<file path="config.mk">
export PLATFORM = sky130hd
export DESIGN_NAME = tcspl_ctrl
export DESIGN_NICKNAME = d
export VERILOG_FILES = /design/src/design/tcspl_pkg.sv /design/src/design/tcspl_ctrl.sv
export SDC_FILE = /design/constraint.sdc
export NUM_CORES = 1
export LEC_CHECK = 0
export ABC_AREA = 1
export BUFFER_PORTS_ARGS = -buffer_cell sky130_fd_sc_hd__buf_2
export CAP_MARGIN = 40
export CORE_AREA = 2 2 39 41
export CTS_CLUSTER_DIAMETER = 40
export DETAILED_ROUTE_END_ITERATION = 7
export DIE_AREA = 0 0 41 43
export PLACE_DENSITY = 0.39
export REMOVE_ABC_BUFFERS = 1
export SYNTH_ARGS = -nofsm -noshare
export SYNTH_HDL_FRONTEND = slang
export SYNTH_SLANG_ARGS = --single-unit
</file>
<file path="constraint.sdc">
create_clock -name i_clk -period 0.95 [get_ports i_clk]
set_input_delay 0.0475 -clock i_clk [delete_from_list [all_inputs] [get_ports i_clk]]
set_output_delay 0.0475 -clock i_clk [all_outputs]
set_load 0.005 [all_outputs]
</file>
<file path="src/design/tcspl_pkg.sv">
// tcspl_pkg: widths, sizes, operation and status codes, and the command
// bundle shared by the two-class sorted priority list.
// No dependencies.
package tcspl_pkg;

    // List size and derived widths
    localparam int CAPACITY   = 64;
    localparam int CNT_W      = $clog2(CAPACITY + 1);
    localparam int SCAN_STEPS = $clog2(CAPACITY);

    // Field widths
    localparam int OP_W     = 2;
    localparam int ID_W     = 27;
    localparam int AMT_W    = 48;
    localparam int POS_W    = 6;
    localparam int STATUS_W = 2;
    localparam int ECNT_W   = 7;

    // Common width for position and count compares
    localparam int WIDE_W = (CNT_W > POS_W) ? CNT_W : POS_W;

    // Read gather: cells are ORed in groups, then groups are ORed
    localparam int RD_GRP  = 8;
    localparam int RD_NGRP = (CAPACITY + RD_GRP - 1) / RD_GRP;

    typedef enum logic [OP_W-1:0] {
        OP_INSERT = 2'd0,
        OP_DELETE = 2'd1,
        OP_UPDATE = 2'd2,
        OP_READ   = 2'd3
    } t_op;

    typedef enum logic [STATUS_W-1:0] {
        ST_OK        = 2'd0,
        ST_FULL      = 2'd1,
        ST_NOT_FOUND = 2'd2,
        ST_RANGE     = 2'd3
    } t_status;

    // Controller to datapath
    typedef struct packed {
        logic load;     // capture the input beat
        logic compare;  // cells compare against the key, flags registered
        logic commit;   // list, count and result register update
    } t_cmd;

endpackage

</file>
<file path="src/design/tcspl_ctrl.sv">
// tcspl_ctrl: sequencer for the sorted list. Handles both handshakes and
// the result valid flag, and issues load / compare / commit commands.
// Depends on tcspl_pkg.
module tcspl_ctrl import tcspl_pkg::*; (
    input  logic i_clk,
    input  logic i_rst_n,
    input  logic i_in_valid,
    output logic o_in_stall,
    output logic o_out_valid,
    input  logic i_out_stall,
    output t_cmd o_cmd
);

    typedef enum logic [2:0] {
        S_IDLE    = 3'b001,
        S_COMPARE = 3'b010,
        S_COMMIT  = 3'b100
    } t_state;

    t_state r_state, n_state;
    logic   r_out_valid, n_out_valid;
    logic   w_can_commit;
    logic   w_commit;
    logic   w_ready;
    logic   w_load;

    // commit only when the result register is free or being drained
    assign w_can_commit = !r_out_valid || !i_out_stall;
    assign w_commit     = (r_state == S_COMMIT) && w_can_commit;
    assign w_ready      = (r_state == S_IDLE) || w_commit;
    assign w_load       = i_in_valid && w_ready;

    // next state
    always_comb begin
        n_state = r_state;
        unique case (r_state)
            S_IDLE: begin
                if (w_load) n_state = S_COMPARE;
            end
            S_COMPARE: begin
                n_state = S_COMMIT;
            end
            S_COMMIT: begin
                if (w_commit) n_state = w_load ? S_COMPARE : S_IDLE;
            end
            default: n_state = S_IDLE;
        endcase
    end

    // result valid: set on commit, cleared when taken
    always_comb begin
        n_out_valid = r_out_valid;
        if (w_commit) begin
            n_out_valid = 1'b1;
        end else if (!i_out_stall) begin
            n_out_valid = 1'b0;
        end
    end

    always_ff @(posedge i_clk) begin
        if (!i_rst_n) begin
            r_state     <= S_IDLE;
            r_out_valid <= 1'b0;
        end else begin
            r_state     <= n_state;
            r_out_valid <= n_out_valid;
        end
    end

    assign o_in_stall    = !w_ready;
    assign o_out_valid   = r_out_valid;
    assign o_cmd.load    = w_load;
    assign o_cmd.compare = (r_state == S_COMPARE);
    assign o_cmd.commit  = w_commit;

endmodule

</file>
* Word-level counts from Yosys, hierarchy flattened *
Cells that the tools add are included.

cells by class
  add/subtract/negate cells = 0
  reductions and logical operators = 8
  multiplexer cells = 6
  shift-type cells = 0
  order comparisons = 0
  equal/unequal tests = 6
  divide/modulo/power cells = 0
  bitwise logic cells = 0
  $mul = 0

operators with widths
  cell                                                                     number
  3-bit one-hot mux with 3 select lines                                    1
  3-bit two-way mux                                                        2
  2-bit inequality test, second input constant                             2
  3-bit by 1-bit == test with 1-bit output, second input constant          1
  3-bit by 2-bit == test with 1-bit output, second input constant          1
  3-bit == test, second input constant                                     1
  1-bit zero test                                                          3
  1-bit logical AND                                                        2
  1-bit logical OR                                                         2
  1-bit two-way mux                                                        2
  2-bit two-way mux                                                        1
  2-bit by 1-bit inequality test with 1-bit output, second input constant  1
  2-bit AND reduction                                                      1

storage, ports and cells
  bits in writable memories = 0
  memories kept = 0
  latch bits = 0
  register bits after elaboration = 4
  output and inout port bits = 5
  memory bits (read-only) = 0
  bits of input ports = 4

* Depth between registers and ports, before layout *
Gate-level depths: netlist (run 1).

  depth after elaboration = 8
  gate-level depth with buffers = 7
  mapped depth without buffers = 7

* Least setup slack after synthesis (run 1) *
OpenSTA, ideal clock, no wires.

  path type = register -> register
  start = register r_state[0]
  end = register r_state[0]
  slack = 0.045 ns
  stages on the path, launching flop included = 7
  arrival = 0.789 ns
  cells stage by stage = dfxtp_1 > nor2_2 > nand3_2 > nand2_2 > nand2_2 > nand3_2 > nand2_2

on the way
  word-level cells in the longest chain between the ends = 7

ends and longest elaborated chain
  what                                   line                                RTL
  start: declaration                     tcspl_ctrl.sv:20                    t_state r_state, n_state;
  start signal: assignment               tcspl_ctrl.sv:65                    r_state <= n_state;
  3-bit == test                          tcspl_ctrl.sv:29, tcspl_ctrl.sv:36
  1-bit logical AND                      tcspl_ctrl.sv:29                    assign w_commit = (r_state == S_COMMIT) && w_can_commit;
  1-bit logical OR                       tcspl_ctrl.sv:30                    assign w_ready = (r_state == S_IDLE) || w_commit;
  1-bit logical AND                      tcspl_ctrl.sv:31                    assign w_load = i_in_valid && w_ready;
  2-bit two-way mux                      tcspl_ctrl.sv:44                    if (w_commit) n_state = w_load ? S_COMPARE : S_IDLE;
  3-bit two-way mux                      tcspl_ctrl.sv:44
  3-bit one-hot mux with 3 select lines  tcspl_ctrl.sv:36                    unique case (r_state)

Several ways; a longest one is shown, not always the timed one. The select of a mux whose other input is x is not followed.
A chain may end at the register's enable or synchronous reset.

==> impl_metrics.py, run 1 <==
metrics = {
    "final_layout": {
        "n_antenna_cell": 0,
        "final_layout_size_suffix_gt1_frac": 0.679,
        "area_delta_synth_final_pct": 73.0,
        "nFillCells": 152,
        "finalNetCount": 59,
        "stdcell_area_sq_um": 433,
    },
    "floorplan": {
        "io_pins": 9,
        "die_area_sq_um": 1760,
        "die_y_um": 43,
        "fp.coreArea_sq_um": 1380,
        "dieWidth_um": 41,
        "initial_core_util": 0.181,
        "row_count": 14,
    },
    "global_route": {
        "grt_first_pass_wirelength_um": 883,
        "grt.total_usage": 0.0845,
        "first_global_vias": 243,
        "grt_overflow": 0,
        "antenna_found_initial": 0,
        "grt_max_degree": 6,
    },
    "logic_synthesis": {
        "synth-seq-cells": 4,
        "async_flop_share": 0,
        "synth_top_flop_cell": "dfxtp_1",
        "yosysTopAreaCell": "dfxtp_1",
        "synth.distinct_cells": 13,
        "yosysSeqAreaShare": 0.320,
        "yosysWarnings": 0,
        "synth_top_area_frac": 0.320,
        "syn_area_sq_um": 250,
        "syn_avg_cell_area_sq_um": 6.76,
        "syn_inst": 37,
        "synth_common_cells": "inv_1 (9), nand2_1 (5), dfxtp_1 (4)",
        "yosys-top-cells-area": "dfxtp_1 (32%), inv_1 (14%), nand3_2 (8.0%)",
        "synth_edf_count": 0,
        "yosys.cell_count.top_type": "inv_1",
    },
    "critical_path": {
        "rr_startpoint": "r_state[0]",
        "rr_worst_depth": 8,
        "cp-end-kind": "primary output",
        "max_stage_delay_ns": 0.36,
        "crit_slowest_cell": "dfxtp_4",
        "path_cells": "nor2_4, nand3_2, buf_4, inv_1, buf_2",
        "r2r-end": "r_state[0]",
        "cp-start-kind": "flop",
        "critPathMaxFanout": 4,
        "crit_family": "flip-flops",
        "crit_required_ns": 0.90,
        "crit_type": "flop to primary output",
        "rrSetupSlack_ns": -0.13,
        "critPathBufInv": 3,
        "crit_arrival_ns": 1.06,
    },
    "power": {
        "finalPower_uw": 575,
        "p_per_area_nw_per_um2": 1330,
        "leakagePower_uw": 0.000242,
        "vdd_ir_drop_max_mv": 0.338,
    },
    "clocking": {
        "ctsHoldBuffers": 0,
        "clkTransAtPathRegs_ns": 0.04,
        "cts_buffer_depth": 2,
        "clock_latency_ns": 0.24,
        "cts_sinks": 4,
        "root_buffer": "clkbuf_4",
        "ctsHtreeMaxLevel": 1,
        "cts_made_buffers": 3,
        "cts_tree": "built",
    },
    "placement": {
        "place.gp.congestion": 0.643,
        "dpl.hpwl_um": 396,
        "io_buffers": 8,
        "preCtsSetupSlack_ns": -0.0233,
        "placed_cell_area_sq_um": 310,
    },
    "sta": {
        "layout_setup_ws_ns": -0.156,
        "hold_viol": 0,
        "worstMarginPinSlew_ns": 0.179,
        "hold_ws_ns": 0.107,
        "fin_crit_sh": 1.16,
        "slew_violations": 0,
        "timing.final.crit_period_ns": 1.11,
        "fmax_ghz": 0.904,
        "skew_ns": 0.00266,
        "rsz0062_at_grt": "yes",
        "setup_viol": 6,
        "slew-limit-headroom": 0.880,
    },
    "run": {
        "cap_viol_max_count": 0,
    },
    "outcome": {
        "violations": "negative setup slack",
        "status": "finished with violations",
    },
    "routing": {
        "vias": 290,
        "ant_nets": 0,
        "drtIter0Drc": 5,
        "vias_per_cell": 4.20,
        "remaining_drc_errors": 0,
        "wl_per_cell_um": 9.23,
        "drt_wl_total_um": 637,
        "drt_pre_antenna_iters": 4,
    },
    "worst_hold_path": {
        "min_path_type": "input pin to flop",
        "min_path_cells": 3,
        "min-delay-start": "i_rst_n",
        "min_to": "r_state[1]",
    },
}
worst max path at each step:
stage                      end       start  slack, ns  cells after the start
detailed placement  r_state[0]  r_state[0]      -0.02                      6
floorplan           r_state[0]  r_state[0]       0.04                      6
global placement    r_state[0]  r_state[0]      -0.04                      6
global route          o_cmd[1]  r_state[0]      -0.21                      5
CTS                   o_cmd[2]  r_state[1]      -0.17                      6
finish                o_cmd[0]  r_state[0]      -0.16                      5
metrics by stage:
step,util,std cells,TNS [ns]
floorplan,-,35,0
global placement,0.224,61,-0.0373
detailed placement,0.224,61,-0.0233
CTS,0.276,68,-0.818
global route,0.313,69,-1.16
finish,0.313,69,-0.755
kinds of logic after synthesis:
group                  count (synthesis)  share of synthesized area
flip-flops                             4                      0.320
AND/OR/NAND/NOR                       18                      0.405
buffers and inverters                 12                      0.210
AO/OA/AOI/OAI                          3                     0.0650
per-layer routing:
layer	vias up	share of wire	track usage
met5	-	0	0
met4	0	0.024	0.100
met1	135	0.30	0.0583
met3	2	0.031	0.0314
li1	145	-	-
met2	8	0.64	0.141
report_power, final:
group	internal [uW]	total, uW	leakage, uW	switching [uW]
logic	86.7	162	0.000194	75.4
clock network	141	213	0.0000138	71.3
registers	180	201	0.0000341	20.8
registers in the layout (all words and copies together), names as in the netlist:
signal,flops
r_state,3
o_out_valid,1
worst min-delay path: cells and delay by family:
family	cells	cell delay, ns
buffers and inverters	2	0.15
AND/OR/NAND/NOR	1	0.11
cells in the final DEF (no fill, tap or decap), types with 3 or more instances in the layout:
cell / Yosys / layout
buf_2: 0 / 8
inv_1: 9 / 9
nand2_1: 5 / 3
buf_4: 2 / 5
clkbuf_4: 0 / 3
nand2_2: 3 / 5
final cells by class:
class,count,area [sq um],area share
multi-input combinational,21,161,0.373
inverter,10,40.0,0.0925
timing repair buffer,15,100,0.231
tap,16,20.0,0.0462
sequential,4,88.8,0.205
clock buffer,3,22.5,0.0520
what timing repair did:
item	4_1_cts	5_1_grt
setup endpoints to repair	5	8
buffers inserted	4	1
cloned	0	0
gates resized for setup	6	12
pin swaps	3	3
(Power assumes the default switching activity.)
==> run 2: changes to the inputs <==
--- a/config.mk
+++ b/config.mk
@@ -12,7 +12,8 @@
 export CTS_CLUSTER_DIAMETER = 40
 export DETAILED_ROUTE_END_ITERATION = 7
 export DIE_AREA = 0 0 41 43
-export PLACE_DENSITY = 0.39
+export HOLD_SLACK_MARGIN = 0.08
+export PLACE_DENSITY = 0.37
 export REMOVE_ABC_BUFFERS = 1
 export SYNTH_ARGS = -nofsm -noshare
 export SYNTH_HDL_FRONTEND = slang
==> constraint.sdc (replaced) <==
create_clock -name i_clk -period 1.05 [get_ports i_clk]
set_input_delay 0.0525 -clock i_clk [delete_from_list [all_inputs] [get_ports i_clk]]
set_output_delay 0.0525 -clock i_clk [all_outputs]
set_load 0.005 [all_outputs]
==> impl_metrics.py, run 2 (synthesis gave the netlist of run 1 again) <==
metrics = {
    "sta": {
        "fin_crit_sh": 1.04,
        "slew_violations": 0,
        "worstMarginPinSlew_ns": 0.183,
        "hold_viol": 0,
        "rsz0062_at_grt": "yes",
        "timing.final.crit_period_ns": 1.10,
        "setup_viol": 4,
        "hold_ws_ns": 0.101,
        "skew_ns": 0.00151,
        "layout_setup_ws_ns": -0.0458,
        "slew-limit-headroom": 0.877,
        "fmax_ghz": 0.913,
    },
    "routing": {
        "vias": 255,
        "drt_pre_antenna_iters": 2,
        "route.met3.wl_um": 25,
        "route.top_layer_used": "met3",
        "wl_per_cell_um": 7.73,
        "ant_nets": 0,
        "vias_per_cell": 3.86,
        "drtIter0Drc": 2,
        "drt-met1-wl_um": 230,
        "wl_met2_um": 254,
        "drt_wl_total_um": 510,
        "remaining_drc_errors": 0,
    },
    "critical_path": {
        "crit_slowest_cell": "dfxtp_4",
        "crit_arrival_ns": 1.04,
        "crit_family": "flip-flops",
        "critPathMaxFanout": 4,
        "crit_required_ns": 1.00,
        "cp-end-kind": "primary output",
        "cp-start-kind": "flop",
        "crit_top_cell": "nand2_2",
        "path_cells": "nor2_4, nand3_2, nand2_2, nand2_2, inv_1, buf_2",
        "critPathBufInv": 2,
        "max_stage_delay_ns": 0.35,
        "crit_type": "flop to primary output",
    },
    "outcome": {
        "violations": "negative setup slack",
        "status": "finished with violations",
    },
    "final_layout": {
        "n_antenna_cell": 0,
        "nFillCells": 156,
        "finalNetCount": 56,
        "area_delta_synth_final_pct": 52.0,
        "layout_common_cells": "inv_1 (9), buf_2 (8), nand2_1 (4), nand2_2 (4), buf_4 (4)",
        "largest_register": "r_state",
        "final_common_cell": "inv_1",
        "stdcell_count": 66,
        "largest_reg_flops": 3,
        "final_layout_size_suffix_gt1_frac": 0.560,
    },
    "power": {
        "vdd_ir_drop_max_mv": 0.516,
        "p_per_area_nw_per_um2": 1290,
        "leakagePower_uw": 0.000227,
    },
    "clocking": {
        "ctsHoldBuffers": 0,
        "cts_made_buffers": 3,
        "cts_tree": "built",
        "cts_buffer_depth": 2,
        "ctsHtreeMaxLevel": 1,
        "clkTransAtPathRegs_ns": 0.03,
        "cts_sinks": 4,
        "root_buffer": "clkbuf_4",
        "clock_latency_ns": 0.23,
    },
    "placement": {
        "place_inst": 59,
        "io_buffers": 8,
        "dpl.hpwl_um": 391,
        "preCtsSetupSlack_ns": 0.0529,
        "place.gp.congestion": 0.741,
    },
    "run": {
        "cap_viol_max_count": 0,
    },
    "floorplan": {
        "dieWidth_um": 41,
        "initial_core_util": 0.181,
        "row_count": 14,
        "die_area_sq_um": 1760,
        "fp.coreArea_sq_um": 1380,
        "io_pins": 9,
        "die_y_um": 43,
    },
    "global_route": {
        "antenna_found_initial": 0,
        "first_global_vias": 242,
        "grt.total_usage": 0.0762,
        "grt_max_degree": 6,
        "grt_first_pass_wirelength_um": 855,
        "grt_overflow": 0,
    },
    "worst_hold_path": {
        "min_path_type": "input pin to flop",
    },
}
==> run 2: cell types whose count changed in the layout (fill, tap and decap cells not counted), moves of 2 or more <==
cell,before,now
a21oi_2,2,0
a21oi_1,0,2
nor2_2,2,0
nor2_1,1,3
buf_6,2,0
==> run 2: worst register-to-register path: stages, from the launching register on <==
cell	delay, ns
dfxtp_4	0.35
nor2_4	0.11
buf_4	0.11
buf_4	0.11
nand3_2	0.08
nand2_1	0.07
inv_1	0.04
nand3_2	0.06
nand2_2	0.04
==> run 2: final cells by class <==
cell class                      count  area (sq um)  share of cell area
Multi-Input combinational cell     21           139               0.365
Sequential cell                     4          91.3               0.240
Timing Repair Buffer               12          70.1               0.184
Inverter                           10          37.5              0.0987
Clock buffer                        3          22.5              0.0592
Tap cell                           16          20.0              0.0526
==> run 2: what timing repair did <==
action / CTS / global route
resized for setup: 6 / 4
pin swaps: 3 / 2
buffers inserted: 4 / 0
setup endpoints to repair: 3 / 5
==> run 2: power by group <==
| group | leakage [uW] | switching [uW] | internal (uW) |
|---|---|---|---|
| clock network | 0.0000138 | 57.8 | 128 |
| logic | 0.000179 | 59.7 | 67.6 |
| registers | 0.0000344 | 16.6 | 162 |
==> run 2: layer usage <==
layer	global-route usage	vias to the layer above
li1	-	138
met1	0.0737	108
met2	0.109	9
met3	0.0628	0
met4	0.0400	0
met5	0	-
==> run 2: final timing paths <==
| kind | start | cells after the start | to | slack, ns |
|---|---|---|---|---|
| setup / recovery | r_state[1] | 6 | o_cmd[2] | -0.05 |
| hold / removal | i_rst_n | 3 | r_state[1] | 0.10 |
| setup reg to reg | r_state[1] | 8 | r_state[0] | -0.04 |
| hold reg to reg | o_out_valid | 2 | o_out_valid | 0.54 |
==> run 2: per-stage QoR <==
step / utilization / power (uW) / TNS (ns) / instance area [sq um]
global route: 0.275 / 536 / -0.410 / 380
global placement: 0.213 / 275 / 0 / 295
floorplan: - / 245 / 0 / 235
detailed placement: 0.213 / 275 / 0 / 295
CTS: 0.266 / 501 / -0.195 / 368
finish: 0.275 / 491 / -0.125 / 380
==> run 3: changes to the inputs <==
--- a/config.mk
+++ b/config.mk
@@ -5,15 +5,15 @@
 export SDC_FILE = /design/constraint.sdc
 export NUM_CORES = 1
 export LEC_CHECK = 0
-export ABC_AREA = 1
+export ABC_AREA = 0
 export BUFFER_PORTS_ARGS = -buffer_cell sky130_fd_sc_hd__buf_2
 export CAP_MARGIN = 40
-export CORE_AREA = 2 2 39 41
+export CORE_AREA = 3 3 40 42
 export CTS_CLUSTER_DIAMETER = 40
 export DETAILED_ROUTE_END_ITERATION = 7
-export DIE_AREA = 0 0 41 43
+export DIE_AREA = 0 0 43 45
 export HOLD_SLACK_MARGIN = 0.08
-export PLACE_DENSITY = 0.37
+export PLACE_DENSITY = 0.35
 export REMOVE_ABC_BUFFERS = 1
 export SYNTH_ARGS = -nofsm -noshare
 export SYNTH_HDL_FRONTEND = slang
==> impl_metrics.py, run 3 <==
metrics = {
    "outcome": {
        "status": "finished with violations",
        "violations": "negative setup slack",
    },
    "placement": {
        "place.gp.congestion": 0.710,
        "io_buffers": 8,
        "dpl.hpwl_um": 414,
        "placed_cell_area_sq_um": 283,
        "preCtsSetupSlack_ns": -0.00725,
    },
    "logic_synthesis": {
        "synth_edf_count": 0,
        "yosysTopAreaCell": "dfxtp_1",
        "syn_inst": 25,
        "syn_avg_cell_area_sq_um": 8.66,
        "synth_top_flop_cell": "dfxtp_1",
        "syn_area_sq_um": 216,
        "synth.distinct_cells": 15,
        "yosysWarnings": 0,
        "synth_top_area_frac": 0.370,
        "async_flop_share": 0,
        "synth-seq-cells": 4,
        "synth_common_cells": "a21oi_1 (4), dfxtp_1 (4)",
        "yosys-top-cells-area": "dfxtp_1 (37%), a21oi_1 (9.2%), buf_4 (6.9%)",
        "yosysSeqAreaShare": 0.370,
    },
    "critical_path": {
        "rrSetupSlack_ns": -0.01,
        "cp-end-kind": "primary output",
        "r2r-end": "r_state[1]",
        "rr_startpoint": "r_state[2]",
        "critPathMaxFanout": 4,
        "crit_type": "flop to primary output",
        "crit_required_ns": 1.00,
        "crit_arrival_ns": 1.19,
        "rr_worst_depth": 4,
        "cp-start-kind": "flop",
    },
    "routing": {
        "drt_pre_antenna_iters": 4,
        "vias_per_cell": 4.22,
        "vias": 228,
        "ant_nets": 0,
        "remaining_drc_errors": 0,
        "wl_per_cell_um": 11.1,
        "drtIter0Drc": 1,
        "drt_wl_total_um": 597,
    },
    "worst_hold_path": {
        "min_path_type": "input pin to flop",
        "min-delay-start": "i_in_valid",
        "min_path_cells": 2,
        "min_to": "r_state[1]",
    },
    "power": {
        "seqPwrFrac": 0.385,
        "p_int_uw": 332,
        "pwr-share-clk": 0.444,
        "vdd_ir_drop_max_mv": 0.516,
        "pwr-share-comb": 0.171,
        "swShare": 0.235,
        "leakagePower_uw": 0.000163,
        "p_per_area_nw_per_um2": 1170,
        "p_switching_uw": 102,
    },
    "final_layout": {
        "largest_register": "r_state",
        "largest_reg_flops": 3,
        "nFillCells": 144,
        "layout_common_cells": "buf_2 (8), dfxtp_2 (4), clkbuf_4 (3)",
        "area_delta_synth_final_pct": 71.1,
        "final_layout_size_suffix_gt1_frac": 0.692,
        "stdcell_area_sq_um": 370,
        "post-route-util": 0.288,
        "n_antenna_cell": 0,
        "final_common_cell": "buf_2",
        "finalNetCount": 45,
    },
    "global_route": {
        "grt.total_usage": 0.0793,
        "grt_first_pass_wirelength_um": 1060,
        "antenna_found_initial": 0,
        "first_global_vias": 235,
        "grt_overflow": 0,
        "grt_max_degree": 7,
    },
    "floorplan": {
        "io_pins": 9,
        "fp.coreArea_sq_um": 1280,
        "initial_core_util": 0.168,
        "die_area_sq_um": 1940,
        "dieWidth_um": 43,
        "die_y_um": 45,
        "row_count": 13,
    },
    "run": {
        "cap_viol_max_count": 0,
    },
    "sta": {
        "layout_setup_ws_ns": -0.194,
        "timing.final.crit_period_ns": 1.24,
        "hold_ws_ns": 0.118,
        "slew-limit-headroom": 0.816,
        "final.setup.tns_ns": -0.545,
        "rsz0062_at_grt": "yes",
        "worstMarginPinSlew_ns": 0.272,
        "hold_viol": 0,
        "slew_violations": 0,
        "skew_ns": 0.00843,
        "fin_crit_sh": 1.18,
        "setup_viol": 4,
        "fmax_ghz": 0.804,
    },
    "clocking": {
        "root_buffer": "clkbuf_4",
        "cts_made_buffers": 3,
        "clkTransAtPathRegs_ns": 0.04,
        "ctsHtreeMaxLevel": 1,
        "cts_buffer_depth": 2,
        "cts_tree": "built",
        "clock_latency_ns": 0.24,
        "cts_sinks": 4,
    },
}
run 3: changes by cell type in the layout (fill, tap and decap cells not counted), moves of 3 or more:
cell	previous run	this run
dfxtp_4	3	0
nand3_2	3	0
nand2_2	4	0
nand2_1	4	1
inv_1	9	0
nor2_1	3	0
dfxtp_2	0	4
run 3: timing repair:
item,CTS,global route
resized for setup,11,5
hold buffers,1,0
endpoints found under the hold margin,1,0
setup buffers,1,0
setup endpoints to repair,5,6
pin swaps,4,3
run 3: metal layers:
layer / vias up / GRT usage / wire [um]
li1: 118 / - / -
met1: 104 / 0.0825 / 279
met5: - / 0 / 0
met4: 0 / 0.0361 / 0
met3: 0 / 0.0757 / 40
met2: 6 / 0.108 / 277
run 3: kinds of logic (layout without fill, tap and decap cells):
family	after synthesis	after routing	synth area share
compound gates	6	6	0.162
buf+inv	2	16	0.0693
simple gates	13	13	0.399
flops	4	4	0.370
run 3: area by class of cell:
cell class,instances,area (sq um),share of cell area
flip-flops and latches,4,85.1,0.230
well taps,15,18.8,0.0507
multi-input cells,19,156,0.422
repair buffers,13,87.6,0.236
clock buffers,3,22.5,0.0608
run 3: metrics by stage:
step	power, uW	instances
2_1_floorplan	192	23
3_3_place_gp	224	49
3_5_place_dp	224	49
4_1_cts	437	54
5_1_grt	474	54
6_report	434	54
run 3: power groups by stage:
stage / Combinational, uW / Sequential, uW / Clock [uW]
final: 74.2 / 167 / 193
after global routing: 81.3 / 168 / 224
after CTS: 68.8 / 167 / 201
after detailed placement: 58.5 / 166 / 0
after global placement: 58.2 / 166 / 0
after floorplan: 25.7 / 167 / 0
run 3: how the worst max path moves through the flow:
stage,startpoint,endpoint,slack [ns],depth (start not counted)
after floorplan,r_state[2],r_state[0],0.05,3
after global placement,r_state[2],o_in_stall,-0.002,5
after detailed placement,r_state[2],o_in_stall,-0.007,5
after CTS,r_state[2],o_in_stall,-0.20,5
after global routing,r_state[2],o_in_stall,-0.27,5
final,r_state[0],o_cmd[0],-0.19,3
run 3: worst max-delay path: stages (launching register included):
cell and delay (ns):
dfxtp_2 0.34, or3b_4 0.40, a21oi_2 0.10, buf_2 0.11
